--- config.mk ---
export PLATFORM = sky130hd
export DESIGN_NAME = pgr_ctrl
export DESIGN_NICKNAME = d
export VERILOG_FILES = /design/src/assert_macros.svh /design/src/pgr_pkg.sv /design/src/pgr_ctrl.sv
export SDC_FILE = /design/constraint.sdc
export NUM_CORES = 1
export LEC_CHECK = 0
export ABC_AREA = 1
export BUFFER_PORTS_ARGS = -buffer_cell sky130_fd_sc_hd__buf_2
export CAP_MARGIN = 20
export CELL_PAD_IN_SITES_DETAIL_PLACEMENT = 1
export CELL_PAD_IN_SITES_GLOBAL_PLACEMENT = 1
export CORE_MARGIN = 3
export CORE_UTILIZATION = 25
export DETAILED_ROUTE_END_ITERATION = 8
export GPL_ROUTABILITY_DRIVEN = 1
export HOLD_SLACK_MARGIN = 0.03
export PLACE_DENSITY = 0.68
export RECOVER_POWER = 25
export SLEW_MARGIN = 0
export SYNTH_ARGS = -nofsm -noshare
export SYNTH_HDL_FRONTEND = slang
export SYNTH_SLANG_ARGS = --single-unit
export TNS_END_PERCENT = 10
--- constraint.sdc ---
create_clock -name aclk -period 2 [get_ports aclk]
set_clock_uncertainty 0.2 [all_clocks]
set_input_delay 0.2 -clock aclk [delete_from_list [all_inputs] [get_ports aclk]]
set_output_delay 0.2 -clock aclk [all_outputs]
set_load 0.005 [all_outputs]
--- src/assert_macros.svh ---
// assertion helpers for the pagerank edge engine
// expects aclk and aresetn in the scope where they are used
`ifndef ASSERT_MACROS_SVH
`define ASSERT_MACROS_SVH

// same-cycle implication
`define PGR_ASSERT_IMP(lbl, ante, cons) \
    lbl: assert property (@(posedge aclk) disable iff (!aresetn) (ante) |-> (cons)) \
        else $error("pgr check failed");

// next-cycle implication
`define PGR_ASSERT_NEXT(lbl, ante, cons) \
    lbl: assert property (@(posedge aclk) disable iff (!aresetn) (ante) |=> (cons)) \
        else $error("pgr check failed");

`endif

--- src/pgr_pkg.sv ---
// shared types and constants for the pagerank edge engine
// no dependencies
package pgr_pkg;

    localparam int NODE_W    = 10;
    localparam int CNT_W     = 11;
    localparam int DAMP_W    = 16;
    localparam int RANK_W    = 32;
    localparam int SUM_W     = 64;
    localparam int DIV_W     = 64;
    localparam int CFG_IDX_W = 2;
    localparam int CFG_W     = 64;

    localparam logic [CFG_IDX_W-1:0] CFG_NODE_TOTAL = 2'd0;
    localparam logic [CFG_IDX_W-1:0] CFG_DAMPING    = 2'd1;
    localparam logic [CFG_IDX_W-1:0] CFG_TOLERANCE  = 2'd2;

    localparam logic [CNT_W-1:0]  NODE_TOTAL_RST = 11'd1024;
    localparam logic [DAMP_W-1:0] DAMPING_RST    = 16'd55705;
    localparam logic [SUM_W-1:0]  TOLERANCE_RST  = 64'd1152922;

    typedef enum logic [1:0] {
        REQ_LOAD,
        REQ_EDGE,
        REQ_END,
        REQ_READ
    } req_t;

    typedef enum logic [1:0] {
        DIV_UNIFORM,
        DIV_TELEPORT,
        DIV_EDGE
    } div_sel_t;

    typedef enum logic [4:0] {
        ST_IDLE,
        ST_DISPATCH,
        ST_LOAD_UNI,
        ST_LOAD_UNI_WAIT,
        ST_LOAD_TEL,
        ST_LOAD_TEL_WAIT,
        ST_LOAD_WR,
        ST_EDGE_CHK,
        ST_EDGE_DIV,
        ST_EDGE_WAIT,
        ST_EDGE_WR,
        ST_WALK,
        ST_DRAIN,
        ST_TEL,
        ST_TEL_WAIT,
        ST_FILL,
        ST_END_OUT,
        ST_READ_OUT
    } ctrl_state_t;

    typedef struct packed {
        logic     capture;
        logic     div_start;
        div_sel_t div_sel;
        logic     hold_uniform;
        logic     load_wr;
        logic     edge_wr;
        logic     walk_clear;
        logic     walk_issue;
        logic     fill_wr;
        logic     swap;
        logic     out_end;
        logic     out_read;
    } pgr_cmd_t;

    typedef struct packed {
        req_t kind;
        logic src_ok;
        logic dst_ok;
        logic deg_zero;
        logic div_busy;
        logic div_done;
        logic walk_last;
        logic pipe_busy;
    } pgr_sts_t;

endpackage

--- src/pgr_ctrl.sv ---
// sequencing state machine for the pagerank edge engine
// depends on pgr_pkg
module pgr_ctrl (
    input  logic              aclk,
    input  logic              aresetn,
    input  logic              s_valid,
    output logic              s_ready,
    output logic              m_valid,
    input  logic              m_ready,
    input  pgr_pkg::pgr_sts_t sts,
    output pgr_pkg::pgr_cmd_t cmd
);
    import pgr_pkg::*;

    ctrl_state_t state_reg, state_next;
    logic        out_valid_reg, out_valid_next;
    logic        out_free;

    always_ff @(posedge aclk) begin
        if (!aresetn) begin
            state_reg     <= ST_IDLE;
            out_valid_reg <= 1'b0;
        end else begin
            state_reg     <= state_next;
            out_valid_reg <= out_valid_next;
        end
    end

    always_comb begin
        state_next  = state_reg;
        cmd         = '0;
        cmd.div_sel = DIV_UNIFORM;
        s_ready     = 1'b0;
        out_free    = !out_valid_reg || m_ready;
        case (state_reg)
            ST_IDLE: begin
                s_ready     = 1'b1;
                cmd.capture = s_valid;
                if (s_valid) begin
                    state_next = ST_DISPATCH;
                end
            end
            ST_DISPATCH: begin
                case (sts.kind)
                    REQ_LOAD: state_next = sts.src_ok ? ST_LOAD_UNI : ST_IDLE;
                    REQ_EDGE: state_next = (sts.src_ok && sts.dst_ok) ? ST_EDGE_CHK : ST_IDLE;
                    REQ_END: begin
                        cmd.walk_clear = 1'b1;
                        state_next     = ST_WALK;
                    end
                    REQ_READ: state_next = ST_READ_OUT;
                    default:  state_next = ST_IDLE;
                endcase
            end
            ST_LOAD_UNI: begin
                cmd.div_start = 1'b1;
                cmd.div_sel   = DIV_UNIFORM;
                state_next    = ST_LOAD_UNI_WAIT;
            end
            ST_LOAD_UNI_WAIT: begin
                if (sts.div_done) begin
                    cmd.hold_uniform = 1'b1;
                    state_next       = ST_LOAD_TEL;
                end
            end
            ST_LOAD_TEL: begin
                cmd.div_start = 1'b1;
                cmd.div_sel   = DIV_TELEPORT;
                state_next    = ST_LOAD_TEL_WAIT;
            end
            ST_LOAD_TEL_WAIT: begin
                if (sts.div_done) begin
                    state_next = ST_LOAD_WR;
                end
            end
            ST_LOAD_WR: begin
                cmd.load_wr = 1'b1;
                state_next  = ST_IDLE;
            end
            // read data and product are settling here
            ST_EDGE_CHK: begin
                state_next = sts.deg_zero ? ST_IDLE : ST_EDGE_DIV;
            end
            ST_EDGE_DIV: begin
                cmd.div_start = 1'b1;
                cmd.div_sel   = DIV_EDGE;
                state_next    = ST_EDGE_WAIT;
            end
            ST_EDGE_WAIT: begin
                cmd.div_sel = DIV_EDGE;
                if (sts.div_done) begin
                    state_next = ST_EDGE_WR;
                end
            end
            ST_EDGE_WR: begin
                cmd.edge_wr = 1'b1;
                state_next  = ST_IDLE;
            end
            ST_WALK: begin
                cmd.walk_issue = 1'b1;
                if (sts.walk_last) begin
                    state_next = ST_DRAIN;
                end
            end
            ST_DRAIN: begin
                if (!sts.pipe_busy) begin
                    state_next = ST_TEL;
                end
            end
            ST_TEL: begin
                cmd.div_start  = 1'b1;
                cmd.div_sel    = DIV_TELEPORT;
                cmd.walk_clear = 1'b1;
                state_next     = ST_TEL_WAIT;
            end
            ST_TEL_WAIT: begin
                if (sts.div_done) begin
                    state_next = ST_FILL;
                end
            end
            ST_FILL: begin
                cmd.fill_wr = 1'b1;
                if (sts.walk_last) begin
                    state_next = ST_END_OUT;
                end
            end
            ST_END_OUT: begin
                if (out_free) begin
                    cmd.out_end = 1'b1;
                    cmd.swap    = 1'b1;
                    state_next  = ST_IDLE;
                end
            end
            ST_READ_OUT: begin
                if (out_free) begin
                    cmd.out_read = 1'b1;
                    state_next   = ST_IDLE;
                end
            end
            default: state_next = ST_IDLE;
        endcase

        out_valid_next = out_valid_reg;
        if (m_ready) begin
            out_valid_next = 1'b0;
        end
        if (cmd.out_end || cmd.out_read) begin
            out_valid_next = 1'b1;
        end
    end

    assign m_valid = out_valid_reg;

endmodule

---- Word-level counts from Yosys, hierarchy flattened ----
Index checks and enable logic that the tools add are counted.
storage, ports and cells
  flip-flop bits (word level) ............. 6
  output and inout port bits .............. 15
  logic and storage cells ................. 75
cells by class
  muxes and demuxes ....................... 32
  reduce and logical (&&, ||, !) cells .... 12
  equality and inequality tests ........... 29
operators by type and width
  kind                number
  $pmux 5 s15         1
  $mux 5              9
  $eq 5x4->1 const B  8
  $eq 5x3->1 const B  4
  $pmux 5 s4          1
  $ne 2x2->1 const B  8
  $mux 1              14
  $eq 5x2->1 const B  2
  $eq 5x5->1 const B  2
  $reduce_and 9->1    1
  $mux 2              3
  $reduce_or 2->1     3
  $eq 5x1->1 const B  1
  $logic_not 5->1     1
  $eq 2x2->1 const B  2
  $mux 4              1
  $pmux 2 s2          1
  $reduce_or 4->1     1
  $mux 3              1
  $eq 2x1->1 const B  1
  $logic_not 2->1     1
  $logic_or 1x1->1    2
  $ne 2x1->1 const B  1
  $pmux 1 s2          1
  other kinds (3)     3

---- Logic depth before layout (Yosys ltp) ----
Gate-level depths: netlist of the first run.
  depth after elaboration ................. 6
  depth in mapped cells ................... 11
  mapped depth without buffers ............ 10

---- Worst setup path after synthesis of the first run ----
No wires, ideal clock.
  kind .................................... reg2reg
  start point ............................. register state_reg[1]
  end point ............................... register state_reg[0]
  library setup time ...................... 0.114 ns
  arrival time ............................ 1.184 ns
  period minus slack after synthesis ...... 1.497 ns
  stages on the path, launching flop included .. 11
  slack ................................... 0.503 ns
  cell sequence ........................... dfxtp_1 buf_4 inv_2 nand2_4 inv_1 nand3_1 nand2_1 nor2_4 nand2_2 nor2_1 nor2_2
between the ends
  word-level cells in the longest chain between the ends .. 4
ends and longest elaborated chain
  item                        RTL line        RTL
  start: declaration          pgr_ctrl.sv:15  ctrl_state_t state_reg, state_next;
  start signal: assignment    pgr_ctrl.sv:24  state_reg <= state_next;
  $eq 5x5->1                  pgr_ctrl.sv:35  case (state_reg)
  $reduce_or 2->1 (no line)   --
  $ne 2x1->1 (no line)        --
  $reduce_and 9->1 (no line)  --
Parallel ways exist; a longest one is shown, timed or not.
A chain may end at the register's enable or synchronous reset.

==> flow_metrics.tcl, run 1 <==
set metrics [dict create \
    status "finished clean" \
    end_kind "output pin" \
    ios 28 \
    reg2reg_from "state_reg[1]" \
    place_area_um2 933 \
    cts_made_buffers 3 \
    instances_no_fill 194 \
    fin_tns_setup_ns 0 \
    synthFlopType "dfxtp_1" \
    rsz0062_at_grt "false" \
    wl_per_cell_um 12.6 \
    tightest_slew_ns 0.298 \
    p_leak_nw 0.526 \
    grt_pass1_wl_um 3880 \
    postCtsSetupBuffers 0 \
    utilization_pct 33.9 \
    clkLatencyLatePin_ns 0.24 \
    core_um2 2850 \
    crit_top_cell "nand2_1" \
    comb_power_share_pct 68.9 \
    hpwl_um 2080 \
    drive_above_1_share_pct 36.2 \
    path_max_fanout 8 \
    cts_root_buf "clkbuf_4" \
    min_period_ns 1.90 \
    yosysSeqAreaShare_pct 15.4 \
    viasPerCell 4.74 \
    yosys.area.top_type "nor2_1" \
    synth_nets 149 \
    nFillCells 406 \
    cp_top_family "simple AND/OR/NAND/NOR gates" \
    grt_max_degree 9 \
    synth_cells 136 \
    setup_violations 0 \
    p_clk_share_pct 9.5 \
    postSynthAreaPerCell_um2 5.73 \
    fmax_ghz 0.526 \
    cpPeakStageDelay_ns 0.40 \
    drv_cap 0 \
    finalHoldWorstSlack_ns 0.0372 \
    reg2reg_depth 9 \
    vias 919 \
    clkSlewWorstSetupHoldPaths_ns 0.05 \
    synth-seq-cells 6 \
    largest_reg_flops 5 \
    cp_cell_sequence "inv_4, nand2_1, nor2_2, nand2_1, o21ai_0, or2_2, buf_2" \
    drt-total-wl_um 2440 \
    r2r-end "state_reg[0]" \
    crit_buf_inv 2 \
    finalMaxSlewViolations 0 \
    synth_top_area_share_pct 16.9 \
    gr-usage-all-layers_pct 13.5 \
    crit_slowest_cell "dfxtp_1" \
    htree_levels 1 \
    synth_edf_count 0 \
    antenna_found_initial 0 \
    tritoncts "yes" \
    fin_crit_sh_pct 95.0 \
    hold_viol_final 0 \
    drtPass1Iterations 4 \
    drtIter0Drc 20 \
    path_class "flip-flop to output pin" \
    n_antenna_cell 0 \
    ir_drop_mv 0.552 \
    drtAntennaViolNets 0 \
    powerDensity_nw_per_um2 1200 \
    drc 0 \
    initial_core_util_pct 27.3 \
    hold_start "aresetn" \
    hold_path_class "primary input to flip-flop" \
    gp_congestion 0.759 \
    clock_sinks 6 \
    die_area_um2 3820 \
    holdBufCountCts 0 \
    hold_path_end "state_reg[2]" \
    max-slew-margin-rel_pct 79.9 \
    numPortBuffers 26 \
    cp-start-kind "flip-flop" \
    arrival_ns 1.50 \
    final_nets 178 \
    power.internal_mw 0.526 \
    ys_async_sr_fraction_pct 0 \
    overflow 0 \
    synth_area_leaders "nor2_1, dfxtp_1, nand2_1" \
    power_switching_mw 0.639 \
    fp.dieH_um 61.8 \
    rrSetupSlack_ns 0.37 \
    yosysUniqueCellTypes 21 \
    yosysWarningCount 0 \
    seq_power_share_pct 21.6 \
    die_w_um 61.8 \
    design_area_um2 967 \
    worstHoldPathCells 3 \
    swShare_pct 54.8 \
    netlist_area_um2 779 \
    numPlacedInstances 191 \
    num_rows 19 \
    grt_pass1_vias 857 \
    required_ns 1.60 \
    clock_path_buffers 2 \
    area_growth_pct 24.1 \
]
[cells by family (layout without fill, tap and decap cells)]
family	Yosys count	count (layout)	synth area share, %
DFF	6	6	15.4
and+or+nand+nor	100	100	67.1
AOI/OAI and AO/OA	10	10	6.90
buffers and inverters	20	47	10.6
[per-stage QoR]
step,worst slack [ns],power [mW]
detailed placement,0.222,1.05
global route,0.000574,1.29
global placement,0.229,1.03
CTS,0.0000557,1.16
floorplan,0.503,0.827
finish,0.0993,1.16
[worst max-delay path by stage]
| stage | cells after the start | startpoint | to | slack [ns] |
|---|---|---|---|---|
| floorplan | 10 | state_reg[1] | state_reg[0] | 0.50 |
| global placement | 9 | state_reg[1] | state_reg[0] | 0.23 |
| detailed placement | 9 | state_reg[1] | state_reg[0] | 0.22 |
| CTS | 5 | state_reg[2] | cmd[11] | 0.00006 |
| global route | 7 | state_reg[4] | cmd[11] | 0.0006 |
| finish | 7 | state_reg[4] | cmd[11] | 0.1 |
[per-layer routing]
layer	wire length, um	track usage (%)	part of all wire, %	up-vias
li1	-	-	-	481
met1	1170	18.1	48	423
met3	52	1.86	2.1	0
met2	1220	23.0	50	15
met5	0	0	0	-
met4	0	2.73	0	0
[synth_stat cells, types with 2 or more instances]
cell type and instances:
nand2_1 24, inv_2 5, nor3_1 4, nor2_4 4
dfxtp_1 6, a21oi_1 4, nor2_2 5, or2_2 2
nor2_1 35, nand3_1 13, buf_4 2, inv_1 13
nand2_2 4, nand4_1 2, nand2_4 4, o21ai_0 4
[worst reg2reg max path, cell delays in order (launching register included)]
cell and delay, ns:
dfxtp_4 0.40, inv_2 0.07, nand2_4 0.09, inv_1 0.09, nand3_1 0.09, nand2_1 0.08
nor2_4 0.22, nand2_2 0.10, nor2_1 0.13, nor2_2 0.05
[cell usage in the layout (no fill, tap or decap), drive strengths merged]
master and n:
buf 25, nand2 32, nor2 45, a21boi 1, o21ai 4, nand4 2
nand3b 1, dfxtp 6, clkbuf 4, nor3 4, inv 18, o22ai 1
or2 2, nand3 14, a21oi 4
[layout make-up]
cell class / count / area (um^2) / share of cell area, %
Multi-Input combinational cell: 110 / 579 / 59.9
Timing Repair Buffer: 26 / 129 / 13.3
Sequential cell: 6 / 128 / 13.2
Inverter: 18 / 70.1 / 7.24
Tap cell: 31 / 38.8 / 4.01
Clock buffer: 3 / 22.5 / 2.33
[timing repair]
action                                  in CTS  in global routing
endpoints found under the hold margin        0                  0
endpoints found under the setup margin       1                  2
gates cloned                                 0                  0
resized for setup                            1                  6
pin swaps                                    0                  0
[power groups by stage]
stage	registers, mW	clock network [mW]	logic (mW)
final	0.252	0.111	0.803
after global routing	0.260	0.123	0.903
after CTS	0.241	0.117	0.807
after detailed placement	0.242	0	0.805
after global placement	0.241	0	0.790
after floorplan	0.213	0	0.613
Note: power is estimated with default switching activity, not from simulation.
==> run 2, diff against run 1 <==
- ABC_AREA: 1 -> not set
- CELL_PAD_IN_SITES_DETAIL_PLACEMENT: 1 -> 0
- CELL_PAD_IN_SITES_GLOBAL_PLACEMENT: 1 -> 2
- CORE_UTILIZATION: 25 -> 24
- PLACE_DENSITY: 0.68 -> 0.82
==> flow_metrics.tcl, run 2 <==
set metrics [dict create \
    hpwl_um 1650 \
    worstHoldPathCells 2 \
    synth_edf_count 0 \
    synth_area_leaders "dfxtp_1, nor2_1, nand2_1" \
    tritoncts "yes" \
    p_leak_nw 0.433 \
    finalMaxSlewViolations 0 \
    fmax_ghz 0.529 \
    crit_slowest_cell "or4b_1" \
    yosysWarningCount 0 \
    design_area_um2 930 \
    drtIter0Drc 24 \
    vias 831 \
    cp-start-kind "flip-flop" \
    cp_cell_sequence "or4b_1, o22a_1, o311a_4, or3_1, o21ai_2" \
    n_antenna_cell 0 \
    drv_cap 0 \
    drtPass1Iterations 4 \
    tightest_slew_ns 0.312 \
    synth_nets 112 \
    overflow 0 \
    core_um2 2570 \
    instances_no_fill 162 \
    path_max_fanout 8 \
    rsz0062_at_grt "false" \
    netlist_area_um2 676 \
    grt.met3_usage_pct 1.96 \
    path_class "flip-flop to flip-flop" \
    synth.most_common_cell "nor2_1" \
    synth_cells 99 \
    fin_ws_ns 0.110 \
    num_rows 18 \
    clkSlewWorstSetupHoldPaths_ns 0.05 \
    setup_violations 0 \
    area_growth_pct 37.6 \
    seq_area_um2 123 \
    postCtsSetupBuffers 0 \
    drtAntennaViolNets 0 \
    largest_reg_flops 5 \
    nFillCells 295 \
    htree_levels 1 \
    hold_path_end "state_reg[4]" \
    gr-usage-all-layers_pct 11.9 \
    reg2reg_depth 5 \
    cts_made_buffers 3 \
    max-slew-margin-rel_pct 78.7 \
    cts_root_buf "clkbuf_4" \
    synth-seq-cells 6 \
    die_area_um2 3490 \
    r2r-end "state_reg[1]" \
    grt_max_degree 14 \
    synth_top_area_share_pct 17.8 \
    layout_commonest_cell "buf_2" \
    rrSetupSlack_ns 0.11 \
    final_nets 147 \
    gp_congestion 0.802 \
    drive_above_1_share_pct 36.4 \
    clock_path_buffers 2 \
    ys_async_sr_fraction_pct 0 \
    drc 0 \
    grt_use_met1_pct 15.0 \
    hold_viol_final 0 \
    place_area_um2 886 \
    cpPeakStageDelay_ns 0.48 \
    hold_start "aresetn" \
    fp.dieH_um 59.1 \
    grt_pass1_vias 737 \
    holdBufCountCts 0 \
    die_w_um 59.1 \
    yosysSeqAreaShare_pct 17.8 \
    place_ws_ns 0.0924 \
    ir_drop_mv 0.421 \
    yosys.area.top_type "dfxtp_1" \
    initial_core_util_pct 26.3 \
    yosysUniqueCellTypes 38 \
    end_kind "flip-flop" \
    p_total_mw 0.954 \
    clkLatencyLatePin_ns 0.24 \
    drt-total-wl_um 2040 \
    grt-busiest-layer "met2" \
    clock_sinks 6 \
    hold_path_class "primary input to flip-flop" \
    fin_tns_setup_ns 0 \
    synthFlopType "dfxtp_1" \
    multiInputGateArea_um2 519 \
    met2_usage_pct 21.5 \
    antenna_found_initial 0 \
    reg2reg_from "state_reg[1]" \
    grt_pass1_wl_um 3260 \
    ios 28 \
    numPortBuffers 26 \
    numPlacedInstances 159 \
    arrival_ns 1.87 \
    wl_per_cell_um 12.6 \
    required_ns 1.98 \
    status "finished clean" \
    powerDensity_nw_per_um2 1030 \
    layout_common_cells "buf_2, nor2_1, nand2_1, buf_4, a21oi_1" \
    viasPerCell 5.13 \
    postSynthAreaPerCell_um2 6.82 \
    min_period_ns 1.89 \
    ys_top_cells_by_count "nor2_1, nand2_1, a21oi_1" \
    fin_crit_sh_pct 94.5 \
]
-- run 2: cell types whose count changed in the layout (fill, tap and decap cells not counted), moves of 4 or more --
cell / before / now
nor2_1: 34 / 12
nor2_2: 6 / 1
nand2_1: 24 / 10
nor2_4: 4 / 0
nand2_2: 4 / 0
buf_4: 0 / 10
inv_2: 4 / 0
nand2b_1: 0 / 4
inv_1: 13 / 5
nand3_1: 13 / 6
nand2_4: 4 / 0
-- run 2: worst max path at each step --
stage / from / endpoint / slack [ns] / cells after the start
finish: state_reg[1] / state_reg[1] / 0.11 / 5
CTS: state_reg[0] / cmd[3] / 0.04 / 6
global placement: state_reg[0] / state_reg[1] / 0.13 / 5
floorplan: state_reg[1] / state_reg[1] / 0.14 / 6
detailed placement: state_reg[0] / state_reg[1] / 0.09 / 5
global route: state_reg[2] / cmd[5] / 0.01 / 5
-- run 2: logic make-up (layout without fill, tap and decap cells) --
kind of cell	count (synthesis)	after routing	synth area share, %
XOR/XNOR	2	2	2.59
AND/OR/NAND/NOR	54	54	42.6
buffers and inverters	12	45	8.70
multiplexers	2	2	2.96
AO/OA/AOI/OAI	23	23	25.4
flip-flops	6	6	17.8
-- run 2: routing by layer --
metal / up-vias / part of all wire (%)
met4: 0 / 0
met5: - / 0
met3: 0 / 4.4
met1: 377 / 44
met2: 24 / 51
li1: 430 / -
-- run 2: report_power, final --
part | internal, mW | leakage, nW | switching, mW
combinational | 0.309 | 0.370 | 0.334
clock | 0.0679 | 0.0138 | 0.0436
sequential | 0.151 | 0.0496 | 0.0474
-- run 2: what timing repair did --
item	CTS	global route
endpoints found under the hold margin	0	0
setup endpoints to repair	4	6
resized for setup	2	5
-- run 2: through the flow --
stage | utilization, % | hold WS [ns]
floorplan | - | 0.146
global placement | 34.5 | 0.316
detailed placement | 34.5 | 0.312
CTS | 35.6 | 0.0548
global route | 36.2 | 0.0689
finish | 36.2 | 0.0612
-- run 2: area by class of cell --
| cell class | count | share of cell area (%) |
|---|---|---|
| sequential | 6 | 13.2 |
| inverter | 5 | 2.02 |
| timing repair buffer | 37 | 22.5 |
| clock buffer | 3 | 2.42 |
| multi-input combinational | 81 | 55.9 |
| tap | 30 | 4.04 |
-- run 2: critical path: cells and delay by family (launching register included) --
family / cells / cell delay, ns
and+or+nand+nor: 2 / 0.81
AOI/OAI and AO/OA: 3 / 0.44
DFF: 1 / 0.37
==> run 3, diff against run 2 <==
- clock period: 2 -> 1.95 ns (I/O delays scaled with it)
==> flow_metrics.tcl, run 3 (synthesis gave the netlist of run 2 again) <==
set metrics [dict create \
    drtAntennaViolNets 0 \
    min_period_ns 1.87 \
    postCtsSetupBuffers 0 \
    p_leak_nw 0.438 \
    drive_above_1_share_pct 37.1 \
    nFillCells 291 \
    drtIter0Drc 26 \
    drc 0 \
    cp_cell_sequence "or4b_1, o22a_1, o311a_4, or3_1, o21ai_2" \
    path_class "flip-flop to flip-flop" \
    max-slew-margin-rel_pct 78.4 \
    die_w_um 59.1 \
    drv_cap 0 \
    n_antenna_cell 0 \
    final_nets 147 \
    arrival_ns 1.85 \
    core_um2 2570 \
    powerDensity_nw_per_um2 1060 \
    fin_tns_setup_ns 0 \
    cpPeakStageDelay_ns 0.50 \
    utilization_pct 37.0 \
    grt_pass1_vias 763 \
    hold_path_class "primary input to flip-flop" \
    path_max_fanout 8 \
    drtPass1Iterations 4 \
    hold_viol_final 0 \
    largest_reg_flops 5 \
    numPortBuffers 26 \
    clock_path_buffers 2 \
    ir_drop_mv 0.534 \
    holdBufCountCts 0 \
    fmax_ghz 0.534 \
    crit_buf_inv 0 \
    cts_root_buf "clkbuf_4" \
    hpwl_um 1700 \
    vias 847 \
    die_area_um2 3490 \
    layout_commonest_cell "buf_2" \
    cp-start-kind "flip-flop" \
    cp_top_family "simple AND/OR/NAND/NOR gates" \
    end_kind "flip-flop" \
    finalHoldWorstSlack_ns 0.0552 \
    grt_max_degree 14 \
    area_growth_pct 40.6 \
    ios 28 \
    wl_per_cell_um 13.4 \
    tightest_slew_ns 0.316 \
    instances_no_fill 162 \
    finalMaxSlewViolations 0 \
    layout_common_cells "buf_2, nor2_1, nand2_1" \
    place_area_um2 886 \
    clkLatencyLatePin_ns 0.24 \
    fp.dieH_um 59.1 \
    clkSlewWorstSetupHoldPaths_ns 0.04 \
    status "finished clean" \
    initial_core_util_pct 26.3 \
    setup_violations 0 \
    tritoncts "yes" \
    numPlacedInstances 159 \
    htree_levels 1 \
    required_ns 1.93 \
    rsz0062_at_grt "false" \
    antenna_found_initial 0 \
    gr-usage-all-layers_pct 12.4 \
    gp_congestion 0.777 \
    viasPerCell 5.23 \
    num_rows 18 \
    drt-total-wl_um 2160 \
    overflow 0 \
    crit_slowest_cell "or4b_1" \
    cts_made_buffers 3 \
    fin_crit_sh_pct 96.0 \
    grt_pass1_wl_um 3420 \
    clock_sinks 6 \
    design_area_um2 950 \
]
-- run 3: cell types whose count changed in the layout (fill, tap and decap cells not counted) --
cell,delta
buf_4,-1
buf_6,+2
clkbuf_2,-1
dfxtp_1,-1
dfxtp_4,+1
nor3_2,-1
nor3_4,+1
-- run 3: layout make-up --
type	count	area, um^2	area share (%)
multi-input cells	81	526	55.3
flip-flops and latches	6	126	13.3
well taps	30	37.5	3.95
repair buffers	37	219	23.1
inverters	5	18.8	1.98
clock buffers	3	22.5	2.37
-- run 3: path summary, 6_finish.rpt --
path                              startpoint      endpoint  slack (ns)  cells after the start
worst max-delay path            state_reg[0]  state_reg[1]        0.08                      5
worst min register to register       m_valid       m_valid        0.47                      3
worst max register to register  state_reg[0]  state_reg[1]        0.08                      5
worst min-delay path                 aresetn  state_reg[4]        0.06                      2
-- run 3: repair_timing --
item	4_1_cts	5_1_grt
pin swaps	0	0
gates resized for setup	2	10
endpoints found under the setup margin	4	9
-- run 3: where the power goes --
part / leakage [nW] / internal (mW) / switching, mW
Sequential: 0.0504 / 0.158 / 0.0563
Clock: 0.0138 / 0.0696 / 0.0441
Combinational: 0.374 / 0.335 / 0.348
-- run 3: through the flow --
stage / setup WS [ns] / power [mW]
after floorplan: 0.0938 / 0.601
after global placement: 0.0877 / 0.831
after detailed placement: 0.0750 / 0.838
after CTS: 0.0224 / 0.962
after global routing: 0.00608 / 1.10
final: 0.0782 / 1.01
-- run 3: layer usage --
layer  share of wire (%)  vias to the layer above  GRT usage [%]
met5                   0                        -              0
met4                 1.1                        0           3.88
met3                 4.2                        4           2.40
met2                  48                       22           21.1
met1                  46                      392           15.6
li1                    -                      429              -
-- run 3: worst reg2reg max path, stage by stage (launching register included) --
cell and delay (ns):
dfxtp_2 0.34, or4b_1 0.50, o22a_1 0.22, o311a_4 0.16, or3_1 0.33, o21ai_2 0.06
